`src/rtl/core/bdq_pkg.sv`:
```
package bdq_pkg;

    localparam int DEPTH  = 16;
    localparam int DATA_W = 32;
    localparam int IDX_W  = $clog2(DEPTH);
    localparam int CNT_W  = IDX_W + 1;

    localparam logic [CNT_W-1:0] DEPTH_C = CNT_W'(DEPTH);

    typedef enum logic [2:0] {
        CMD_PUSH_FRONT = 3'd0,
        CMD_PUSH_BACK  = 3'd1,
        CMD_POP_FRONT  = 3'd2,
        CMD_POP_BACK   = 3'd3,
        CMD_FIND       = 3'd4,
        CMD_CLEAR      = 3'd5
    } cmd_t;

    typedef enum logic [1:0] {
        ST_OK    = 2'd0,
        ST_EMPTY = 2'd1,
        ST_FULL  = 2'd2
    } status_t;

    typedef enum logic [1:0] {
        S_IDLE,
        S_EXEC,
        S_POP,
        S_SCAN
    } state_t;

    typedef enum logic [2:0] {
        RES_OK,
        RES_EMPTY,
        RES_FULL,
        RES_POP,
        RES_FOUND
    } res_kind_t;

    typedef struct packed {
        logic      in_take;
        logic      push;
        logic      rd_start;
        logic      scan_step;
        logic      pop_done;
        logic      clear;
        logic      res_load;
        res_kind_t res_kind;
    } dp_cmd_t;

    typedef struct packed {
        cmd_t cmd;
        logic is_empty;
        logic is_full;
        logic match;
        logic scan_last;
        logic out_free;
    } dp_sts_t;

    // ring index: base + off, both below DEPTH
    function automatic logic [IDX_W-1:0] ring_add(
        input logic [IDX_W-1:0] base,
        input logic [IDX_W-1:0] off
    );
        logic [CNT_W-1:0] sum;
        sum = CNT_W'(base) + CNT_W'(off);
        if (sum >= DEPTH_C)
        begin
            sum = sum - DEPTH_C;
        end
        return sum[IDX_W-1:0];
    endfunction

endpackage

```
`src/rtl/core/bdq_ifs.sv`:
```
interface bdq_req_if;
    logic               valid;
    logic               ready;
    logic [2:0]         cmd;
    logic signed [31:0] value;

    modport source (output valid, output cmd, output value, input ready);
    modport sink   (input valid, input cmd, input value, output ready);
endinterface

interface bdq_rsp_if;
    logic               valid;
    logic               ready;
    logic [1:0]         status;
    logic signed [31:0] out_value;
    logic               found;
    logic [3:0]         position;
    logic [4:0]         entry_count;
    logic               is_empty;

    modport source (
        output valid, output status, output out_value, output found,
        output position, output entry_count, output is_empty, input ready
    );
    modport sink (
        input valid, input status, input out_value, input found,
        input position, input entry_count, input is_empty, output ready
    );
endinterface

```
`src/rtl/core/bdq_ram.sv`:
```
module bdq_ram #(
    parameter int WIDTH = 32,
    parameter int DEPTH = 16
) (
    input  logic                     clk,
    input  logic                     wr_en,
    input  logic [$clog2(DEPTH)-1:0] wr_addr,
    input  logic [WIDTH-1:0]         wr_data,
    input  logic                     rd_en,
    input  logic [$clog2(DEPTH)-1:0] rd_addr,
    output logic [WIDTH-1:0]         rd_data
);

    logic [WIDTH-1:0] mem [DEPTH];

    always_ff @(posedge clk)
    begin
        if (wr_en)
        begin
            mem[wr_addr] <= wr_data;
        end
        if (rd_en)
        begin
            rd_data <= mem[rd_addr];
        end
    end

endmodule

```
`src/rtl/core/bdq_ctrl.sv`:
```
module bdq_ctrl (
    input  logic             clk,
    input  logic             rst_n,
    input  logic             in_valid,
    output logic             in_ready,
    input  bdq_pkg::dp_sts_t sts,
    output bdq_pkg::dp_cmd_t cmd
);
    import bdq_pkg::*;

    state_t state_reg;
    state_t state_next;

    always_ff @(posedge clk or negedge rst_n)
    begin
        if (!rst_n)
        begin
            state_reg <= S_IDLE;
        end
        else
        begin
            state_reg <= state_next;
        end
    end

    always_comb
    begin
        state_next = state_reg;
        cmd        = '0;
        in_ready   = 1'b0;
        unique case (state_reg)
            S_IDLE:
            begin
                in_ready = 1'b1;
                if (in_valid)
                begin
                    cmd.in_take = 1'b1;
                    state_next  = S_EXEC;
                end
            end
            S_EXEC:
            begin
                unique case (sts.cmd)
                    CMD_PUSH_FRONT, CMD_PUSH_BACK:
                    begin
                        if (sts.out_free)
                        begin
                            cmd.res_load = 1'b1;
                            if (sts.is_full)
                            begin
                                cmd.res_kind = RES_FULL;
                            end
                            else
                            begin
                                cmd.push     = 1'b1;
                                cmd.res_kind = RES_OK;
                            end
                            state_next = S_IDLE;
                        end
                    end
                    CMD_POP_FRONT, CMD_POP_BACK:
                    begin
                        if (sts.is_empty)
                        begin
                            if (sts.out_free)
                            begin
                                cmd.res_load = 1'b1;
                                cmd.res_kind = RES_EMPTY;
                                state_next   = S_IDLE;
                            end
                        end
                        else
                        begin
                            cmd.rd_start = 1'b1;
                            state_next   = S_POP;
                        end
                    end
                    CMD_FIND:
                    begin
                        if (sts.is_empty)
                        begin
                            if (sts.out_free)
                            begin
                                cmd.res_load = 1'b1;
                                cmd.res_kind = RES_OK;
                                state_next   = S_IDLE;
                            end
                        end
                        else
                        begin
                            cmd.rd_start = 1'b1;
                            state_next   = S_SCAN;
                        end
                    end
                    CMD_CLEAR:
                    begin
                        if (sts.out_free)
                        begin
                            cmd.clear    = 1'b1;
                            cmd.res_load = 1'b1;
                            cmd.res_kind = RES_OK;
                            state_next   = S_IDLE;
                        end
                    end
                    default:
                    begin
                        if (sts.out_free)
                        begin
                            cmd.res_load = 1'b1;
                            cmd.res_kind = RES_OK;
                            state_next   = S_IDLE;
                        end
                    end
                endcase
            end
            S_POP:
            begin
                if (sts.out_free)
                begin
                    cmd.pop_done = 1'b1;
                    cmd.res_load = 1'b1;
                    cmd.res_kind = RES_POP;
                    state_next   = S_IDLE;
                end
            end
            S_SCAN:
            begin
                priority if (sts.match)
                begin
                    if (sts.out_free)
                    begin
                        cmd.res_load = 1'b1;
                        cmd.res_kind = RES_FOUND;
                        state_next   = S_IDLE;
                    end
                end
                else if (sts.scan_last)
                begin
                    if (sts.out_free)
                    begin
                        cmd.res_load = 1'b1;
                        cmd.res_kind = RES_OK;
                        state_next   = S_IDLE;
                    end
                end
                else
                begin
                    cmd.scan_step = 1'b1;
                end
            end
            default:
            begin
                state_next = S_IDLE;
            end
        endcase
    end

endmodule

```
`src/rtl/core/bdq_dp.sv`:
```
module bdq_dp (
    input  logic                          clk,
    input  logic                          rst_n,
    input  logic [2:0]                    in_cmd,
    input  logic signed [bdq_pkg::DATA_W-1:0] in_value,
    input  logic                          out_ready,
    output logic                          out_valid,
    output logic [1:0]                    out_status,
    output logic signed [bdq_pkg::DATA_W-1:0] out_value,
    output logic                          out_found,
    output logic [bdq_pkg::IDX_W-1:0]     out_position,
    output logic [bdq_pkg::CNT_W-1:0]     out_count,
    output logic                          out_empty,
    input  bdq_pkg::dp_cmd_t              cmd,
    output bdq_pkg::dp_sts_t              sts
);
    import bdq_pkg::*;

    cmd_t              cmd_reg;
    logic [DATA_W-1:0] value_reg;
    logic [IDX_W-1:0]  front_reg;
    logic [IDX_W-1:0]  front_next;
    logic [CNT_W-1:0]  count_reg;
    logic [CNT_W-1:0]  count_next;
    logic [IDX_W-1:0]  scan_reg;
    logic [IDX_W-1:0]  scan_next;

    logic              res_valid_reg;
    status_t           res_status_reg;
    logic [DATA_W-1:0] res_value_reg;
    logic              res_found_reg;
    logic [IDX_W-1:0]  res_pos_reg;
    logic [CNT_W-1:0]  res_count_reg;
    logic              res_empty_reg;

    logic [IDX_W-1:0]  front_dec;
    logic [IDX_W-1:0]  front_inc;
    logic [IDX_W-1:0]  count_m1;
    logic [IDX_W-1:0]  scan_inc;
    logic              wr_en;
    logic [IDX_W-1:0]  wr_addr;
    logic              rd_en;
    logic [IDX_W-1:0]  rd_addr;
    logic [DATA_W-1:0] rd_data;
    logic              is_front_op;
    status_t           res_status;

    assign is_front_op = (cmd_reg == CMD_PUSH_FRONT) || (cmd_reg == CMD_POP_FRONT);
    assign front_dec   = ring_add(front_reg, IDX_W'(DEPTH - 1));
    assign front_inc   = ring_add(front_reg, IDX_W'(1));
    assign count_m1    = IDX_W'(count_reg - CNT_W'(1));
    assign scan_inc    = scan_reg + IDX_W'(1);

    assign wr_en   = cmd.push;
    assign wr_addr = is_front_op ? front_dec : ring_add(front_reg, count_reg[IDX_W-1:0]);

    assign rd_en = cmd.rd_start || cmd.scan_step;

    always_comb
    begin
        rd_addr = front_reg;
        if (cmd.scan_step)
        begin
            rd_addr = ring_add(front_reg, scan_inc);
        end
        else if (cmd_reg == CMD_POP_BACK)
        begin
            rd_addr = ring_add(front_reg, count_m1);
        end
    end

    bdq_ram #(
        .WIDTH (DATA_W),
        .DEPTH (DEPTH)
    ) u_ram (
        .clk     (clk),
        .wr_en   (wr_en),
        .wr_addr (wr_addr),
        .wr_data (value_reg),
        .rd_en   (rd_en),
        .rd_addr (rd_addr),
        .rd_data (rd_data)
    );

    always_comb
    begin
        front_next = front_reg;
        count_next = count_reg;
        scan_next  = scan_reg;
        if (cmd.clear)
        begin
            front_next = '0;
            count_next = '0;
        end
        if (cmd.push)
        begin
            count_next = count_reg + CNT_W'(1);
            if (is_front_op)
            begin
                front_next = front_dec;
            end
        end
        if (cmd.pop_done)
        begin
            count_next = count_reg - CNT_W'(1);
            if (is_front_op)
            begin
                front_next = front_inc;
            end
        end
        if (cmd.rd_start)
        begin
            scan_next = '0;
        end
        if (cmd.scan_step)
        begin
            scan_next = scan_inc;
        end
    end

    always_ff @(posedge clk or negedge rst_n)
    begin
        if (!rst_n)
        begin
            front_reg     <= '0;
            count_reg     <= '0;
            res_valid_reg <= 1'b0;
        end
        else
        begin
            front_reg <= front_next;
            count_reg <= count_next;
            if (cmd.res_load)
            begin
                res_valid_reg <= 1'b1;
            end
            else if (out_ready)
            begin
                res_valid_reg <= 1'b0;
            end
        end
    end

    always_comb
    begin
        unique case (cmd.res_kind)
            RES_EMPTY: res_status = ST_EMPTY;
            RES_FULL:  res_status = ST_FULL;
            default:   res_status = ST_OK;
        endcase
    end

    always_ff @(posedge clk)
    begin
        scan_reg <= scan_next;
        if (cmd.in_take)
        begin
            cmd_reg   <= cmd_t'(in_cmd);
            value_reg <= in_value;
        end
        if (cmd.res_load)
        begin
            res_status_reg <= res_status;
            res_value_reg  <= (cmd.res_kind == RES_POP) ? rd_data : '0;
            res_found_reg  <= (cmd.res_kind == RES_FOUND);
            res_pos_reg    <= (cmd.res_kind == RES_FOUND) ? scan_reg : '0;
            res_count_reg  <= count_next;
            res_empty_reg  <= (count_next == '0);
        end
    end

    assign sts.cmd       = cmd_reg;
    assign sts.is_empty  = (count_reg == '0);
    assign sts.is_full   = (count_reg == DEPTH_C);
    assign sts.match     = (rd_data == value_reg);
    assign sts.scan_last = ((CNT_W'(scan_reg) + CNT_W'(1)) == count_reg);
    assign sts.out_free  = !res_valid_reg || out_ready;

    assign out_valid    = res_valid_reg;
    assign out_status   = res_status_reg;
    assign out_value    = res_value_reg;
    assign out_found    = res_found_reg;
    assign out_position = res_pos_reg;
    assign out_count    = res_count_reg;
    assign out_empty    = res_empty_reg;

endmodule

```
`src/rtl/core/bounded_deque_with_search.sv`:
```
// Push, clear and rejected commands load the result register from the exec state;
// a pop loads it from the pop state after a registered RAM read; a find loads it
// on a match or when the last entry misses; one ring entry is compared per cycle.
// One command in flight; the next beat is taken the cycle after the result is loaded.
// Reset empties the queue (front and count to zero) and drops any pending result;
// the ring store itself is not cleared.
module bounded_deque_with_search (
    input logic       clk,
    input logic       rst_n,
    bdq_req_if.sink   req,
    bdq_rsp_if.source rsp
);
    import bdq_pkg::*;

    dp_cmd_t dp_cmd;
    dp_sts_t dp_sts;

    bdq_ctrl u_ctrl (
        .clk      (clk),
        .rst_n    (rst_n),
        .in_valid (req.valid),
        .in_ready (req.ready),
        .sts      (dp_sts),
        .cmd      (dp_cmd)
    );

    bdq_dp u_dp (
        .clk          (clk),
        .rst_n        (rst_n),
        .in_cmd       (req.cmd),
        .in_value     (req.value),
        .out_ready    (rsp.ready),
        .out_valid    (rsp.valid),
        .out_status   (rsp.status),
        .out_value    (rsp.out_value),
        .out_found    (rsp.found),
        .out_position (rsp.position),
        .out_count    (rsp.entry_count),
        .out_empty    (rsp.is_empty),
        .cmd          (dp_cmd),
        .sts          (dp_sts)
    );

endmodule

```
`src/flat_wrapper.sv`:
```
// flat-port wrapper written by rule: the top's interface ports become plain ports
module bounded_deque_with_search_flat import bdq_pkg::*;
  (clk, rst_n, req_valid, req_cmd, req_value, req_ready, rsp_valid, rsp_status, rsp_out_value, rsp_found, rsp_position, rsp_entry_count, rsp_is_empty, rsp_ready);
  bdq_req_if req_i ();
  bdq_rsp_if rsp_i ();
  input logic clk;
  input logic rst_n;
  input wire logic [$bits(req_i.valid)-1:0] req_valid;
  input wire logic [$bits(req_i.cmd)-1:0] req_cmd;
  input wire logic [$bits(req_i.value)-1:0] req_value;
  output wire logic [$bits(req_i.ready)-1:0] req_ready;
  output wire logic [$bits(rsp_i.valid)-1:0] rsp_valid;
  output wire logic [$bits(rsp_i.status)-1:0] rsp_status;
  output wire logic [$bits(rsp_i.out_value)-1:0] rsp_out_value;
  output wire logic [$bits(rsp_i.found)-1:0] rsp_found;
  output wire logic [$bits(rsp_i.position)-1:0] rsp_position;
  output wire logic [$bits(rsp_i.entry_count)-1:0] rsp_entry_count;
  output wire logic [$bits(rsp_i.is_empty)-1:0] rsp_is_empty;
  input wire logic [$bits(rsp_i.ready)-1:0] rsp_ready;
  assign req_i.valid = req_valid;
  assign req_i.cmd = req_cmd;
  assign req_i.value = req_value;
  assign req_ready = req_i.ready;
  assign rsp_valid = rsp_i.valid;
  assign rsp_status = rsp_i.status;
  assign rsp_out_value = rsp_i.out_value;
  assign rsp_found = rsp_i.found;
  assign rsp_position = rsp_i.position;
  assign rsp_entry_count = rsp_i.entry_count;
  assign rsp_is_empty = rsp_i.is_empty;
  assign rsp_i.ready = rsp_ready;
  bounded_deque_with_search u_core (.clk(clk), .rst_n(rst_n), .req(req_i), .rsp(rsp_i));
endmodule
```
`config.mk`:
```
export PLATFORM = sky130hd
export DESIGN_NAME = bounded_deque_with_search_flat
export DESIGN_NICKNAME = d
export VERILOG_FILES = /design/src/rtl/core/bdq_pkg.sv /design/src/rtl/core/bdq_ifs.sv /design/src/rtl/core/bdq_ram.sv /design/src/rtl/core/bdq_ctrl.sv /design/src/rtl/core/bdq_dp.sv /design/src/rtl/core/bounded_deque_with_search.sv /design/src/flat_wrapper.sv
export SDC_FILE = /design/constraint.sdc
export NUM_CORES = 1
export LEC_CHECK = 0
export BUFFER_PORTS_ARGS = -buffer_cell sky130_fd_sc_hd__buf_2
export CAP_MARGIN = 20
export CORE_MARGIN = 2
export CORE_UTILIZATION = 62
export CTS_CLUSTER_SIZE = 25
export DETAILED_ROUTE_END_ITERATION = 7
export PLACE_DENSITY = 0.86
export SETUP_SLACK_MARGIN = 0.1
export SYNTH_ARGS = -nofsm -noshare
export SYNTH_HDL_FRONTEND = slang
export SYNTH_SLANG_ARGS = --single-unit
```
`constraint.sdc`:
```
create_clock -name clk -period 6.3 [get_ports clk]
set_clock_uncertainty 0.1 [all_clocks]
set_input_delay 0.63 -clock clk [delete_from_list [all_inputs] [get_ports clk]]
set_output_delay 0.63 -clock clk [all_outputs]
set_load 0.01 [all_outputs]
```
# Word level (Yosys, flattened, before mapping)
# Memories as Yosys holds them, arrays and structs flattened. A register that Yosys moved wholly into a read port is not among the register bits.
# Cells that the tools add are included.
# word_totals
register_bits	96
ram_bits	512
output_inout_bits	47
elab_cells	124
n_memories	1
# memory_table
name	words	word_bits	rd	rd_clocked_by_memory_dff	write_ports	line_no	rtl
u_core.u_dp.u_ram.mem	16	32	1	1	1	bdq_ram.sv:14	logic [WIDTH-1:0] mem [DEPTH];
# classes
addsub	14
order_cmp	5
eq_ne	17
n_mux	60
reduce_logical	14
# ops
op	n
4-bit two-way mux	24
32-bit == test	1
5-bit >= comparator (second input constant)	5
5-bit two-way mux	4
4-bit by 1-bit subtractor with 4-bit output (second input constant)	5
1-bit two-way mux	19
2-bit two-way mux	8
4-bit case mux with 4 select lines	1
4-bit by 4-bit adder with 5-bit output	3
3-bit by 2-bit == test with 1-bit output (second input constant)	4
4-bit case mux with 3 select lines	1
4-bit by 1-bit adder with 5-bit output (second input constant)	2
5-bit logical NOT	2
3-bit == test (second input constant)	3
2-bit case mux with 2 select lines	2
2-bit case mux with 4 select lines	1
3-bit by 1-bit == test with 1-bit output (second input constant)	2
4-bit by 4-bit adder with 5-bit output (second input constant)	1
5-bit by 1-bit adder with 5-bit output (second input constant)	1
5-bit == test	1
5-bit == test (second input constant)	1
5-bit by 1-bit subtractor with 5-bit output (second input constant)	1
4-bit by 1-bit adder with 4-bit output (second input constant)	1
2-bit == test (second input constant)	2
other kinds (11)	15

# Depth between registers and ports, before layout
# Gate-level depths: netlist of run 1.
# logic_depth
depth_word	10
mapped_depth	14

# Cells and area by module
# Synthesis of run 1 repeated with hierarchy kept, for this count alone.
# unflattened
hier_cells	1198
area_unflattened_um2	24885.1
# modules_own_cells
module	n_inst	cells_per_inst	area_per_inst_um2	seq_area_each_um2
bdq_ram	1	838	20155.6	16335.7
bdq_dp	1	327	4478.0	2772.7
bdq_ctrl	1	33	251.5	50.0

# Worst setup path after synthesis of run 1
# No wires, ideal clock.
# synth_timing
path_type	reg2reg
startpoint	reg u_core.u_dp.count_reg[0]
endpoint	reg u_core.u_dp.scan_reg[0], enable pin
setup_time_ns	0.486
t_arrival_ns	3.885
required_ns	5.714
path_slack_ns	1.829
stages_incl_launch_ff	7
period_less_slack_ns	4.471
cell_sequence	dfrtp_1 > inv_1 > ha_1 > nor2b_1 > nand2_1 > o21ai_0 > o31ai_1
# synth_via
elab_chain_len	5
elab_cells_between_ends	9
classes_between	eq/ne: 1; mux: 6; reduce/logical: 2
# synth_lines
item	line_no	rtl
start: declaration	bdq_dp.sv:23	logic [CNT_W-1:0] count_reg;
start signal: assignment	bdq_dp.sv:132	count_reg <= count_next;
5-bit == test / 5-bit logical NOT (equally long branches)	bdq_dp.sv:176, bdq_dp.sv:173	
1-bit two-way mux, on equally long branches	bdq_ctrl.sv:137, bdq_ctrl.sv:63, bdq_ctrl.sv:80	
1-bit two-way mux, on equally long branches	-	
1-bit two-way mux / 2-bit two-way mux (equally long branches)	bdq_ctrl.sv:31	unique case (state_reg)
2-bit nonzero test (no source line) (*)	-	
end signal: assignment	bdq_dp.sv:155	scan_reg <= scan_next;
end: declaration	bdq_dp.sv:25	logic [IDX_W-1:0] scan_reg;
# Mark *: on every way between the ends. The rest lies on a longest branch, timed or not.
# A chain may end at the register's enable or synchronous reset.

# Final worst setup path of run 1
# layout_timing
startpoint	reg u_core.u_dp.value_reg[28]
endpoint	reg u_core.u_dp.u_ram.rd_data[17], read port of u_core.u_dp.u_ram.mem, data pin
# layout_via
elab_chain_len	4
elab_cells_between_ends	5
classes_between	eq/ne: 1; mux: 3; reduce/logical: 1
# layout_lines
item	line_no	rtl
start: declaration	bdq_dp.sv:20	logic [DATA_W-1:0] value_reg;
start signal: assignment	bdq_dp.sv:159	value_reg <= in_value;
32-bit == test (*)	bdq_dp.sv:175	assign sts.match = (rd_data == value_reg);
1-bit two-way mux (*)	bdq_ctrl.sv:128	priority if (sts.match)
1-bit two-way mux (*)	bdq_ctrl.sv:31	
4-bit two-way mux / 1-bit logical OR (equally long branches)	bdq_dp.sv:62, bdq_dp.sv:57	
end: declaration	bdq_ram.sv:11	output logic [WIDTH-1:0] rd_data
# Marks and branches as above.

==> run metrics, run 1 <==
Max Transition Viols Final=0; DR DRC count=0; CTS root buf=clkbuf_16; Synth Flop Type=edfxtp_1; Synth Warn #=0; register area share after synthesis=0.744; first-pass GRT wire length=93400 um; CORE AREA=0.0409 mm^2; register bank with the most flops=u_core.u_dp.u_ram.mem; Max Cap Viol=0; hold_sp=req_cmd[0]; met1 Use GR=0.390; CTS tree=built; Clock Pin Slew Worst Setup and Hold Paths=0.06 ns; worst skew pair latency=0.63 ns; total congestion overflow=0; cell taking the most area after synthesis=edfxtp_1; Reg-to-Reg End=u_core.u_dp.u_ram.rd_data[17]$_DFFE_PP_; CP required=6.67 ns; area grow syn2layout=11.7%; most frequent cells in the layout=edfxtp_1, nand2_1, a21oi_1, buf_2, clkbuf_16; # IOs=86; # diodes=0; Syn Area/Cell=14.2 um^2; Placed Cells incl. Taps=2357; synth unique cells=51; # clock sinks=640; Fmax achieved=0.204 GHz; initial antenna violation count=2; R2R depth=10; RSZ-0062 raised after global routing=no; Post-synth EDFFs=628; worst-margin pin slew=1.13 ns; met2 Use GR=0.454; Fin Setup TNS=0 ns; fraction of registers with async set/reset=0.0188; vias=16191; final hold violation count=0; DRT antenna net count=0; Setup CP Type=reg -> reg; GRT Util Overall=0.286; DR iter-0 viols=2571; worst reg2reg setup slack=1.39 ns; post-route insts no fill=2467; hpwl dp=33400 um; H-tree levels=2; Slew HR=0.249; max reg flops=512; worst r2r src=u_core.u_dp.value_reg[28]$_DFFE_PP_; post-route minimum period=4.91 ns; Yosys top cell area share=0.733; outcome=finished, final reports clean; TritonRoute pass-1 iters=8; setup repair bufs after CTS=0; Die Height=208 um; post-cts resize count=0; Crit Path Max Fanout=160; peak supply drop=0.000971 V; largest net degree at the start of global routing=161; crit path capture type=flop; Setup crit end=u_core.u_dp.u_ram.rd_data[17]$_DFFE_PP_; PnR worst setup slack=1.39 ns; Leak Pwr=10.0 nW; Nets=1944; commonest non-fill, non-tap cell in the layout=edfxtp_1; met3 Resource Use GR=0.0508; P per Cell Area=561 mW/mm^2; Initial Utilization=0.629; die width=208 um; crit path from=u_core.u_dp.value_reg[28]$_DFFE_PP_; # port buffers=85; Post-Place Setup Slack=1.62 ns; vias in the first global route=15756; Cells after Synth=1815; total die area=0.0432 mm^2; Final setup violation count=0; share of cells above drive strength 1=0.134; Syn Nets=1872; final wirelength=62500 um; vias per cell=6.56; TritonCTS buffer count=59; Post-Synthesis Cell Area=0.0257 mm^2; flops & latches, synth=640; HP Class=in -> reg; CP startpoint kind=flop; Tcrit/Tclk final=0.780; clk buf depth=3; WL/cell=25.3 um; most used routing layer=met2; # rows=74; routability cong.=0.863; Area contributors post-synth=edfxtp_1, a21oi_1, nand2_1, a22oi_1, xnor2_1; data arrival time of the critical path=5.29 ns
==> stage by stage <==
stage	power (mW)	instance area [um^2]	hold slack (ns)	util
global placement	12.0	26700	0.430	0.652
finish	16.1	28700	0.0767	0.702
floorplan	10.5	25700	0.234	-
CTS	16.0	28700	0.0549	0.702
detailed placement	12.3	26800	0.438	0.654
global route	16.8	28700	0.0606	0.702
==> worst min path at each step <==
stage,end,cells after the start
global placement,u_core.u_dp.count_reg[0]$_DFF_PN0_,1
detailed placement,u_core.u_dp.count_reg[4]$_DFF_PN0_,1
CTS,u_core.u_dp.value_reg[1]$_DFFE_PP_,1
finish,u_core.u_dp.cmd_reg[0]$_DFFE_PP_,1
global route,u_core.u_dp.value_reg[1]$_DFFE_PP_,1
floorplan,u_core.u_ctrl.state_reg[0]$_DFFE_PN0P_,0
==> cells in the mapped netlist (6+ instances only) <==
cell / number
xnor2_1: 41
nor3_1: 8
inv_1: 14
o21ai_0: 13
a22oi_1: 51
mux2i_1: 35
nand2_1: 350
buf_1: 6
dfrtp_1: 12
a21oi_1: 329
nor2_1: 33
a221oi_1: 32
edfxtp_1: 628
nand3_1: 11
nand4_1: 11
xor2_1: 7
buf_6: 13
clkbuf_1: 56
buf_2: 30
and2_1: 36
a22oi_2: 17
ha_1: 15
==> kinds of logic after synthesis <==
family                     Yosys count  synth area share
AOI/OAI and AO/OA                  466             0.108
DFF                                640             0.744
and+or+nand+nor                    477            0.0783
muxes                               42            0.0192
xor gates and xnor gates            49            0.0170
adders and majority gates           18           0.00962
buffers and inverters              123            0.0238
==> worst max-delay path, cell delays in order (launching register included) <==
cell and delay [ns]:
edfxtp_1 0.63, xnor2_1 0.48, nand4_1 0.18, nor4_1 0.55
a221o_1 0.65, mux2_8 0.99, buf_12 0.38, a21oi_1 0.09
a221oi_1 0.42, a21oi_1 0.10, nand2_1 0.09
==> area by class of cell <==
type / count / area, um^2
sequential: 640 / 19200
multi-input combinational: 1052 / 6130
tap: 532 / 666
fill: 2486 / 12200
timing repair buffer: 120 / 766
clock buffer: 68 / 1510
inverter: 14 / 52.6
clock inverter: 41 / 465
==> power by group <==
part / switching (mW) / internal, mW / leakage [nW]
sequential: 0.448 / 5.53 / 5.86
combinational: 4.38 / 2.09 / 3.22
clock: 1.55 / 2.12 / 0.958
==> routing by layer <==
metal / routed length [um] / up-vias / share of wire
met1: 22800 / 7811 / 0.37
li1: - / 6922 / -
met3: 6840 / 202 / 0.11
met4: 2800 / 0 / 0.045
met5: 0 / - / 0
met2: 30000 / 1256 / 0.48
==> timing repair <==
action                                  CTS  global route
endpoints found under the setup margin    0             0
hold buffers                              1             0
hold endpoints to repair                 12             0
Power figures use the tool's default switching activity.
==> inputs of run 2 (changes only) <==
- ABC_AREA: default -> 1
- CORE_UTILIZATION: 62 -> 56
- PLACE_DENSITY: 0.86 -> 0.82
- clock period: 6.3 -> 4.3 ns (I/O delays scaled with it)
==> run 2 against run 1 <==
Compared with the run above: sequential cell count did not move; combinational power rose by 75%; critical path depth rose by 6; register-to-register slack got worse by 1.0 ns; count of clock-buffer cells in the layout rose by 4; cell count rose by 39%; hold slack barely moved; total power rose by 58%; cell area rose by 12%; largest cell class unchanged.
==> run metrics, run 2 <==
data arrival time of the critical path=4.22 ns (was 5.29 ns); first-pass GRT wire length=110000 um (was 93400 um); flops & latches, synth=640 (unchanged); Fmax achieved=0.254 GHz (was 0.204 GHz); Post-synth EDFFs=628 (unchanged); slowest stage delay, CP=0.75 ns (was 0.99 ns); TritonCTS buffer count=61 (was 59); Setup CP Type=reg -> reg (unchanged); worst r2r src=u_core.u_dp.value_reg[2]$_DFFE_PP_ (was u_core.u_dp.value_reg[28]$_DFFE_PP_); register area share after synthesis=0.679 (was 0.744); worst path cell trace=xnor2_1, nand2_1, nor2_1, nand2_1, nor2_1, nand2_1, nand3_4, inv_1, nand2_1, nand2_4, buf_12, buf_12, nand3_1, nand3_1, nand3_1, nand2_1 (was xnor2_1, nand4_1, nor4_1, a221o_1, mux2_8, buf_12, a21oi_1, a221oi_1, a21oi_1, nand2_1); TritonRoute pass-1 iters=6 (was 8); Initial Utilization=0.565 (was 0.629); Yosys top cell area share=0.669 (was 0.733); top cells by count, synth=edfxtp_1, nand3_1, inv_1, nand2_1, nand3b_1 (was edfxtp_1, nand2_1, a21oi_1, clkbuf_1, a22oi_1); commonest non-fill, non-tap cell in the layout=edfxtp_1 (unchanged); total die area=0.0522 mm^2 (was 0.0432 mm^2); clock share of power=0.215 (was 0.228); # rows=82 (was 74); Syn Nets=2648 (was 1872); DR DRC count=0 (unchanged); crit path from=u_core.u_dp.value_reg[2]$_DFFE_PP_ (was u_core.u_dp.value_reg[28]$_DFFE_PP_); crit path max-delay cell type=edfxtp_1 (was mux2_8); CP startpoint kind=flop (unchanged); DR iter-0 viols=2913 (was 2571); CTS tree=built (unchanged); die width=228 um (was 208 um); GRT Util Overall=0.275 (was 0.286); most frequent cells in the layout=edfxtp_1, nand3_1, inv_1, nand2_1, nand3b_1 (was edfxtp_1, nand2_1, a21oi_1, buf_2, clkbuf_16); register bank with the most flops=u_core.u_dp.u_ram.mem (unchanged); routability cong.=0.878 (was 0.863); synth unique cells=37 (was 51); share of cells above drive strength 1=0.0973 (was 0.134); combinational share of power=0.444 (was 0.401); hpwl dp=37800 um (was 33400 um); Synth Warn #=0 (unchanged); initial antenna violation count=0 (was 2); Post-Place Setup Slack=0.416 ns (was 1.62 ns); Slew HR=0.386 (was 0.249); crit path capture type=flop (unchanged); final hold violation count=0 (unchanged); Final setup violation count=0 (unchanged); worst reg2reg setup slack=0.36 ns (was 1.39 ns); Leak Pwr=13.2 nW (was 10.0 nW); Max Cap Viol=0 (unchanged); cell taking the most area after synthesis=edfxtp_1 (unchanged); # IOs=86 (unchanged); area grow syn2layout=13.7% (was 11.7%); H-tree levels=2 (unchanged); # port buffers=85 (unchanged); Power Internal=14.7 mW (was 9.74 mW); WP buf/inv=3 (was 1); CORE AREA=0.0500 mm^2 (was 0.0409 mm^2); outcome=finished, final reports clean (unchanged); most used cell, CP=nand2_1 (was a21oi_1); Area contributors post-synth=edfxtp_1, nand3_1, inv_1, nand2_1, nand3b_1 (was edfxtp_1, a21oi_1, nand2_1, a22oi_1, xnor2_1); Final Power=25.4 mW (was 16.1 mW); DRT antenna net count=0 (unchanged); CP required=4.58 ns (was 6.67 ns); most numerous cell in the Yosys netlist=edfxtp_1 (unchanged); Seq pwr share=0.341 (was 0.371); Fin Setup TNS=0 ns (unchanged); hold_sp=req_valid (was req_cmd[0]); # clock sinks=640 (unchanged); Max Transition Viols Final=0 (unchanged); number of hold buffers added after cts=36 (was 1); Cells after Synth=2591 (was 1815); HP Class=in -> reg (unchanged); post-cts resize count=0 (unchanged); Die Height=228 um (was 208 um); Post-Synthesis Cell Area=0.0282 mm^2 (was 0.0257 mm^2); WL/cell=21.1 um (was 25.3 um); clk buf depth=3 (unchanged); Nets=2758 (was 1944); max reg flops=512 (unchanged); switching part of the total power=0.423 (was 0.396); worst-margin pin slew=0.914 ns (was 1.13 ns); peak supply drop=0.000943 V (was 0.000971 V); Syn Area/Cell=10.9 um^2 (was 14.2 um^2); P per Cell Area=793 mW/mm^2 (was 561 mW/mm^2); total congestion overflow=0 (unchanged); top cell family by delay on the critical path=simple AND/OR/NAND/NOR gates (was compound AO/OA/AOI/OAI gates); hold_ws=0.0770 ns (was 0.0767 ns); Crit Path Max Fanout=49 (was 160); final wirelength=72300 um (was 62500 um); vias=19817 (was 16191); net load switching power=10.8 mW (was 6.37 mW); largest net degree at the start of global routing=108 (was 161); vias per cell=5.79 (was 6.56); # diodes=0 (unchanged); Clock Pin Slew Worst Setup and Hold Paths=0.07 ns (was 0.06 ns); vias in the first global route=19694 (was 15756); setup repair bufs after CTS=0 (unchanged); post-route minimum period=3.94 ns (was 4.91 ns); CTS root buf=clkbuf_16 (unchanged); RSZ-0062 raised after global routing=no (unchanged); fraction of registers with async set/reset=0.0188 (unchanged); worst skew pair latency=0.64 ns (was 0.63 ns); Tcrit/Tclk final=0.916 (was 0.780); Synth Flop Type=edfxtp_1 (unchanged); PnR worst setup slack=0.363 ns (was 1.39 ns)
-- run 2: cell types whose count changed after synthesis, moves of 51 or more --
cell	change
inv_1	+483
nand3_1	+522
nand3b_1	+94
a21oi_1	-316
nor2_1	+61
nand2_1	+119
a22oi_1	-51
-- run 2: per-stage QoR --
step | cells | utilization | cell area [um^2]
floorplan | 2591 | - | 28200
global placement | 3273 | 0.594 | 29700
detailed placement | 3274 | 0.594 | 29700
CTS | 3425 | 0.642 | 32100
global route | 3425 | 0.642 | 32100
finish | 3425 | 0.642 | 32100
-- run 2: layer usage --
| metal | vias up | routed length [um] | track usage |
|---|---|---|---|
| li1 | 8802 | - | - |
| met1 | 9328 | 26000 | 0.353 |
| met5 | - | 0 | 0 |
| met4 | 0 | 3940 | 0.152 |
| met3 | 289 | 7870 | 0.0449 |
| met2 | 1398 | 34500 | 0.451 |
-- run 2: kinds of logic after synthesis --
kind of cell | count (synthesis) | synth area share
flops | 640 | 0.679
fa+ha+maj | 18 | 0.00878
xor+xnor | 41 | 0.0127
buf+inv | 633 | 0.0897
simple gates | 1213 | 0.200
compound gates | 46 | 0.00923
-- run 2: path summary, 6_finish.rpt --
path                                                               end  cells past startpoint
worst max register to register  u_core.u_dp.u_ram.rd_data[8]$_DFFE_PP_                     16
worst max-delay path            u_core.u_dp.u_ram.rd_data[8]$_DFFE_PP_                     16
min in group asynchronous           u_core.u_dp.count_reg[3]$_DFF_PN0_                      2
max in group asynchronous           u_core.u_dp.count_reg[0]$_DFF_PN0_                      2
worst min register to register  u_core.u_dp.out_value[3]$_SDFFCE_PP0P_                      2
worst min-delay path            u_core.u_ctrl.state_reg[0]$_DFFE_PN0P_                      5
-- run 2: final cells by class --
class	count	area, um^2
fill	3489	17900
timing repair buffer	173	1420
tap	672	841
clock buffer	72	1590
clock inverter	43	448
multi-input combinational	1318	6720
inverter	507	1900
sequential	640	19200
-- run 2: worst min-delay path, delay by kind of cell --
| family | cells | cell delay [ns] |
|---|---|---|
| and+or+nand+nor | 2 | 0.14 |
| AOI/OAI and AO/OA | 1 | 0.10 |
| buffers and inverters | 2 | 0.11 |
-- run 2: power by group through the flow --
stage	combinational, mW	sequential (mW)	clock, mW
after floorplan	7.35	8.76	0
after global placement	10.4	8.75	0
after detailed placement	10.9	8.78	0
after CTS	11.1	8.66	5.50
after global routing	12.2	8.74	5.73
final	11.3	8.68	5.46
